**src/rtl/ptmw_pkg.sv**
```systemverilog
// Shared types, constants and microprogram of the page table map walker.
`timescale 1ns / 1ps
`default_nettype none

package ptmw_pkg;

  // Default sizes; the entry count of one table is fixed by the radix layout
  localparam int POOL_TABLES_DEF   = 64;
  localparam int ROOT_TABLES_DEF   = 4;
  localparam int ENTRIES_PER_LEVEL = 512;
  localparam int LEVEL_BITS        = 9;
  localparam int FRAME_W           = 40;
  localparam int VPAGE_W           = 36;
  localparam int ENTRY_W           = 64;

  // Flags of an intermediate entry: present, writable, user
  localparam logic [11:0] TABLE_FLAGS = 12'h007;
  localparam logic [1:0]  LAST_LEVEL  = 2'd3;

  // Command word
  typedef struct packed {
    logic [1:0]          root_slot;
    logic [VPAGE_W-1:0]  virt_page;
    logic [FRAME_W-1:0]  phys_frame;
    logic [ENTRY_W-1:0]  leaf_flags;
  } map_req_t;

  // Result word
  typedef struct packed {
    logic                status;
    logic [ENTRY_W-1:0]  leaf_entry;
    logic [1:0]          tables_added;
    logic [5:0]          leaf_table_slot;
  } map_rsp_t;

  // Datapath actions
  typedef enum logic [2:0] {
    OP_NOP,
    OP_CLEAR,
    OP_ACCEPT,
    OP_READ,
    OP_DESCEND,
    OP_ALLOC,
    OP_LEAF,
    OP_FAIL
  } op_t;

  // Jump conditions
  typedef enum logic [2:0] {
    C_NEVER,
    C_ALWAYS,
    C_CLEAR_LEFT,
    C_NO_START,
    C_NOT_PRESENT,
    C_FOREIGN,
    C_MORE,
    C_NO_ROOM
  } cond_t;

  // Program steps
  typedef enum logic [3:0] {
    S_CLEAR = 4'd0,
    S_IDLE  = 4'd1,
    S_READ  = 4'd2,
    S_TEST  = 4'd3,
    S_DESC  = 4'd4,
    S_LOOP  = 4'd5,
    S_CHK   = 4'd6,
    S_ACHK  = 4'd7,
    S_ALLOC = 4'd8,
    S_LEAF  = 4'd9,
    S_FAIL  = 4'd10
  } step_t;

  // One control word: action, jump condition, jump target (else next step)
  typedef struct packed {
    op_t   op;
    cond_t cond;
    step_t target;
  } uword_t;

  // Status from the datapath that the jump conditions test
  typedef struct packed {
    logic start;
    logic clear_left;
    logic present;
    logic foreign;
    logic last_level;
    logic no_room;
  } dp_flags_t;

  // Microprogram ROM
  function automatic uword_t ucode(input step_t s);
    uword_t w;
    case (s)
      S_CLEAR: w = '{op: OP_CLEAR,   cond: C_CLEAR_LEFT,  target: S_CLEAR};
      S_IDLE:  w = '{op: OP_ACCEPT,  cond: C_NO_START,    target: S_IDLE};
      S_READ:  w = '{op: OP_READ,    cond: C_NEVER,       target: S_READ};
      S_TEST:  w = '{op: OP_NOP,     cond: C_NOT_PRESENT, target: S_CHK};
      S_DESC:  w = '{op: OP_DESCEND, cond: C_FOREIGN,     target: S_FAIL};
      S_LOOP:  w = '{op: OP_NOP,     cond: C_MORE,        target: S_READ};
      S_CHK:   w = '{op: OP_NOP,     cond: C_NO_ROOM,     target: S_FAIL};
      S_ACHK:  w = '{op: OP_NOP,     cond: C_ALWAYS,      target: S_ACHK};
      S_ALLOC: w = '{op: OP_ALLOC,   cond: C_ALWAYS,      target: S_ACHK};
      S_LEAF:  w = '{op: OP_LEAF,    cond: C_ALWAYS,      target: S_IDLE};
      S_FAIL:  w = '{op: OP_FAIL,    cond: C_ALWAYS,      target: S_IDLE};
      default: w = '{op: OP_NOP,     cond: C_ALWAYS,      target: S_IDLE};
    endcase
    return w;
  endfunction

  // Table index for a level: bits 47:39, 38:30, 29:21, 20:12 of the address
  function automatic logic [LEVEL_BITS-1:0] level_index(input logic [VPAGE_W-1:0] vpage,
                                                         input logic [1:0] level);
    logic [LEVEL_BITS-1:0] idx;
    case (level)
      2'd0:    idx = vpage[35:27];
      2'd1:    idx = vpage[26:18];
      2'd2:    idx = vpage[17:9];
      default: idx = vpage[8:0];
    endcase
    return idx;
  endfunction

endpackage

`default_nettype wire

```
**src/rtl/ptmw_sequencer.sv**
```systemverilog
// Step counter and microprogram sequencer of the page table map walker.
`timescale 1ns / 1ps
`default_nettype none

module ptmw_sequencer (
  input  wire logic                clk,
  input  wire logic                rst,
  input  wire ptmw_pkg::dp_flags_t flags,
  output ptmw_pkg::op_t            op,
  output logic                     busy
);

  ptmw_pkg::step_t  step;
  ptmw_pkg::step_t  step_next;
  ptmw_pkg::uword_t uw;
  logic             taken;

  // Fetch the control word of the current step
  assign uw = ptmw_pkg::ucode(step);

  // Jump condition and next step
  always_comb begin
    case (uw.cond)
      ptmw_pkg::C_NEVER:       taken = 1'b0;
      ptmw_pkg::C_ALWAYS:      taken = 1'b1;
      ptmw_pkg::C_CLEAR_LEFT:  taken = flags.clear_left;
      ptmw_pkg::C_NO_START:    taken = !flags.start;
      ptmw_pkg::C_NOT_PRESENT: taken = !flags.present;
      ptmw_pkg::C_FOREIGN:     taken = flags.foreign;
      ptmw_pkg::C_MORE:        taken = !flags.last_level;
      ptmw_pkg::C_NO_ROOM:     taken = flags.no_room;
      default:                 taken = 1'b1;
    endcase
    // The allocation check jumps to the leaf once the last level is reached
    if (step == ptmw_pkg::S_ACHK) begin
      step_next = flags.last_level ? ptmw_pkg::S_LEAF : ptmw_pkg::S_ALLOC;
    end else if (taken) begin
      step_next = uw.target;
    end else begin
      step_next = ptmw_pkg::step_t'(step + 4'd1);
    end
  end

  // Outputs to the datapath and the command port
  always_comb begin
    op   = uw.op;
    busy = (step != ptmw_pkg::S_IDLE);
  end

  always_ff @(posedge clk) begin
    if (rst) begin
      step <= ptmw_pkg::S_CLEAR;
    end else begin
      step <= step_next;
    end
  end

  // Commands are only taken from the idle step
  a_busy_clear: assert property (@(posedge clk) disable iff (rst)
    (step == ptmw_pkg::S_CLEAR) |-> busy)
    else $error("busy low while clearing the table store");

  // A result step always returns to idle
  a_result_idle: assert property (@(posedge clk) disable iff (rst)
    (step == ptmw_pkg::S_LEAF || step == ptmw_pkg::S_FAIL) |=> (step == ptmw_pkg::S_IDLE))
    else $error("sequencer did not return to idle after a result");

endmodule

`default_nettype wire

```
**config.mk**
```make
export PLATFORM = sky130hd
export DESIGN_NAME = ptmw_sequencer
export DESIGN_NICKNAME = d
export VERILOG_FILES = /design/src/rtl/ptmw_pkg.sv /design/src/rtl/ptmw_sequencer.sv
export SDC_FILE = /design/constraint.sdc
export NUM_CORES = 1
export LEC_CHECK = 0
export BUFFER_PORTS_ARGS = -buffer_cell sky130_fd_sc_hd__buf_2
export CAP_MARGIN = 40
export CORE_MARGIN = 10
export CORE_UTILIZATION = 35
export CTS_BUF_LIST = sky130_fd_sc_hd__clkbuf_2 sky130_fd_sc_hd__clkbuf_4 sky130_fd_sc_hd__clkbuf_8
export DETAILED_ROUTE_END_ITERATION = 6
export GPL_TIMING_DRIVEN = 0
export MAX_ROUTING_LAYER = met4
export PLACE_DENSITY_LB_ADDON = 0.25
export SYNTH_ARGS = -nofsm -noshare
export SYNTH_HDL_FRONTEND = slang
export SYNTH_SLANG_ARGS = --single-unit
```
**constraint.sdc**
```tcl
create_clock -name clk -period 3.4 [get_ports clk]
set_input_delay 0.17 -clock clk [delete_from_list [all_inputs] [get_ports clk]]
set_output_delay 0.17 -clock clk [all_outputs]
set_load 0.02 [all_outputs]
```
# Yosys cells after proc, flatten, opt, wreduce, memory -nomap -nowiden
# Memory sizes are Yosys's and may differ from the RTL's. A register that Yosys moved wholly into a read port is not among the register bits.
# Index checks and enable logic that the tools add are counted.
[word_totals]
ff_bits = 4
latch_bits = 0
ramBits = 0
rom_bits = 160
input_bits = 8
out_inout_bits = 4
n_memories = 1
[op_classes]
add_sub_neg = 1
n_mul = 0
n_div = 0
magnitude_cmp = 0
eq_ne = 9
n_shift = 0
n_mux = 5
bitwise_logic = 0
n_reduce_logical = 4
[mem_list]
columns = ["name", "words", "word_bits", "rd", "rd_ports_with_merged_regs", "wr", "line_no", "rtl"]
rows = [
  ["(name not given)", 16, 10, 1, 1, 0, "ptmw_pkg.sv:95", "case (s)"],
]
[ops]
columns = ["op", "n"]
rows = [
  ["$eq 3x3->1 const B", 4],
  ["$mux 4", 3],
  ["$pmux 1 s8", 1],
  ["$eq 3x2->1 const B", 2],
  ["$add 4x1->4 const B", 1],
  ["$eq 4x3->1 const B", 1],
  ["$ne 4x1->1 const B", 1],
  ["$eq 3x1->1 const B", 1],
  ["$logic_not 1->1", 3],
  ["$logic_not 3->1", 1],
  ["$mux 1", 1],
]

# Depth between registers and ports, before layout
[depth]
depth_word = 5
mapped_depth = 8
ltp_nobuf = 8

# Least setup slack after synthesis
# OpenSTA, ideal clock, no wires.
[synth_timing]
path_kind = "register to register"
from = "register step[0]"
to = "register step[0]"
setup_ps = 96
arrival_ps = 1780
required_ps = 3304
slack_ps = 1524
path_stages_with_launch = 9
n_path_buf = 0
period_less_slack_ps = 1876
path_cell_list = "dfxtp_1 -> inv_1 -> ha_1 -> nand2_4 -> a21o_1 -> a211oi_2 -> a21o_2 -> nor3_1 -> o41ai_2"
[synth_between]
elab_chain_cells = 3
elab_cells_between_ends = 4
[synth_rtl]
columns = ["element", "line_no", "rtl"]
rows = [
  ["start: declaration", "ptmw_sequencer.sv:13", "ptmw_pkg::step_t step;"],
  ["start signal: assignment", "ptmw_sequencer.sv:52", "step <= ptmw_pkg::S_CLEAR;"],
  ["start signal: assignment", "ptmw_sequencer.sv:54", "step <= step_next;"],
  ["$add 4x1->4", "ptmw_sequencer.sv:40", "step_next = ptmw_pkg::step_t'(step + 4'd1);"],
  ["$mux 4", "ptmw_sequencer.sv:37", "end else if (taken) begin"],
  ["$mux 4 *", "ptmw_sequencer.sv:35", "if (step == ptmw_pkg::S_ACHK) begin"],
]
# Every way passes the cells marked *; elsewhere a longest branch is shown, timed or not.
# A chain may end at the register's enable or synchronous reset.

# Worst setup path after layout
[layout_timing]
from = "register step[0]"
to = "register step[3]"
# The elaborated chain is that of the path after synthesis.

==> results.toml <==
[worst_setup_path]
crit_buf_inv = 1
cpPeakStageDelay_ns = 0.51
crit_family = "compound AO/OA/AOI/OAI gates"
cp_max_fo = 9
cp_slowest_cell = "dfxtp_1"
worstSetupPathType = "reg2reg"
start_kind = "flip-flop"
crit_arrival_ns = 2.35
critPathCaptureType = "flip-flop"
crit_chain = "inv_1 > ha_1 > nand2_4 > a211o_1 > o21bai_1 > o211ai_2 > nand2b_1 > a21oi_2"
critPathRequiredTime_ns = 3.57
rrSetupSlack_ns = 1.22

[yosys]
synth_xor_area_share_pct = 1.40
synth_cells = 78
yosysSeqAreaShare_pct = 12.8
yosys_warnings = 0
synth_compound_area_share_pct = 41.4
syn_nets = 92
synthArstFlopShare_pct = 0
synth-seq-cells = 4
netlist_area_um2 = 626
yosys.area_share.simple_pct = 22.6
synth_top_family_by_area = "compound AO/OA/AOI/OAI gates"
ys_types = 43
synthFlopType = "dfxtp_1"
synth_fa_ha_area_share_pct = 12.0
synth_mux_area_share_pct = 3.20
synth_edf_count = 0
syn_avg_cell_area_um2 = 8.02

[detailed_routing]
wl_per_cell_um = 12.8
drtPass1Iterations = 4
drt_iter0_markers = 20
routed_wl_um = 1490
drc = 0
route.antenna.remaining_nets = 0
vias = 619
avgViaCountPerCell = 5.29

[global_route]
track_usage_pct = 7.80
grt_pass1_wl_um = 2550
overflow = 0
antenna_found_initial = 0
grt_pass1_vias = 592
grt_max_degree = 11

[clock_tree]
hold_buffers = 0
path_clk_slew_ns = 0.05
clockBufferDepth = 2
htree_levels = 1
cts_root_buffer = "clkbuf_4"
cts_inserted_buffers = 3
clock_latency_ns = 0.25
cts_tree = "done"
cts_resized = 0
clock-sinks = 4
cts_setup_buffers = 0

[timing]
period_minus_slack_ns = 2.18
tns_ns = 0
worst_pin_slew_ns = 0.417
grt_setup_unrepaired = "false"
finalHoldViolations = 0
fin_skew_ns = 0.00991
finalSetupViolations = 0
slew_violations = 0
fin_crit_sh_pct = 64.2
slew_headroom_pct = 72.2
clock.fmax_mhz = 458

[final_layout]
n_antenna_cell = 0
nNetsFinal = 108
largest-register = "step"
largest_reg_flops = 4
fin_util_pct = 43.0
fill_cells = 194
multiInputGateArea_um2 = 504
area_growth_pct = 17.4
drive_above_1_share_pct = 32.6
reg_top3 = "step x4"
regArea_um2 = 80.1

[power]
p_sw_mw = 0.329
ir_worst_vdd_v = 0.000457
leakagePower_nw = 0.353
clkPwrFrac_pct = 9.9
p_int_mw = 0.309
cellPowerDensity_mw_per_mm2 = 869
switching_share_pct = 51.6
seq_power_share_pct = 13.6
pwr-share-comb_pct = 76.5

[place]
globalplace.congestion = 0.825
hpwl_um = 1160
portBuffers = 11

[hold_path]
hold_class = "in2reg"

[die]
coreArea_mm2 = 0.00171
ios = 12
die_h_um = 62.3
start_util_pct = 36.6
rows = 15
die-area_mm2 = 0.00388
fp.dieW_um = 62.3

[status]
outcome = "completed"

[flow_run]
drv_cap = 0
[final timing paths]
kind / endpoint / cells past startpoint / from
setup / recovery: step[3] / 8 / step[0]
hold / removal: step[3] / 2 / rst
setup reg to reg: step[3] / 8 / step[0]
hold reg to reg: step[3] / 5 / step[3]
[placed cells by master (no fill, tap or decap), types with 2 or more instances in the layout]
cell | Yosys | final
a211oi_2 | 2 | 2
o21ai_0 | 4 | 4
a21oi_2 | 2 | 2
nor2b_1 | 2 | 2
a21oi_1 | 6 | 6
a21o_1 | 3 | 3
mux2i_1 | 2 | 2
inv_1 | 4 | 4
clkbuf_4 | 0 | 3
nand2b_1 | 3 | 3
dfxtp_1 | 4 | 4
buf_2 | 3 | 14
nand3_1 | 2 | 2
ha_1 | 6 | 6
nor2_1 | 6 | 6
[Yosys cell counts, types with 2 or more instances]
| cell | number | share of area [%] |
|---|---|---|
| a21oi_1 | 6 | 4.8 |
| o21ai_0 | 4 | 3.2 |
| a21o_1 | 3 | 3.6 |
| buf_2 | 3 | 2.4 |
| a211oi_2 | 2 | 4.0 |
| nand2b_1 | 3 | 3.0 |
| mux2i_1 | 2 | 3.2 |
| nor2_1 | 6 | 3.6 |
| nor2b_1 | 2 | 2.0 |
| ha_1 | 6 | 12 |
| nand3_1 | 2 | 1.6 |
| dfxtp_1 | 4 | 13 |
| a21oi_2 | 2 | 2.8 |
| inv_1 | 4 | 2.4 |
[cell type report]
class                      instances  area share (%)
sequential                         4            10.9
multi-input combinational         65            68.7
tap                               25            4.26
clock buffer                       3            3.07
buffer                             5            3.58
timing repair buffer              11            7.50
inverter                           4            2.04
[power groups by stage]
stage	clock network (mW)	logic, mW	registers (mW)
after floorplan	0	0.393	0.0801
after global placement	0	0.484	0.0876
after detailed placement	0	0.489	0.0878
after CTS	0.0661	0.491	0.0869
after global routing	0.0722	0.537	0.0897
final	0.0632	0.488	0.0870
[layer usage]
metal	GRT usage, %	share of wire [%]	up-vias
met1	9.25	47	285
met4	1.68	0.40	0
li1	-	-	316
met3	4.12	6.0	2
met5	-	0	-
met2	11.4	46	16
[stage by stage]
stage | hold WS, ns | instance area, µm² | power (mW) | worst slack, ns | cells
floorplan | 0.232 | 626 | 0.473 | 1.52 | 78
global placement | 0.359 | 712 | 0.572 | 1.27 | 114
detailed placement | 0.361 | 712 | 0.577 | 1.26 | 114
CTS | 0.109 | 734 | 0.644 | 1.23 | 117
global route | 0.103 | 734 | 0.699 | 1.11 | 117
finish | 0.118 | 734 | 0.638 | 1.22 | 117
[cell families after synthesis]
kind of cell | Yosys count
AO/OA/AOI/OAI | 32
multiplexers | 2
adder cells (fa/ha/maj) | 6
AND/OR/NAND/NOR | 24
buffers and inverters | 9
flip-flops | 4
XOR/XNOR | 1
Note: power is estimated with default switching activity, not from simulation.
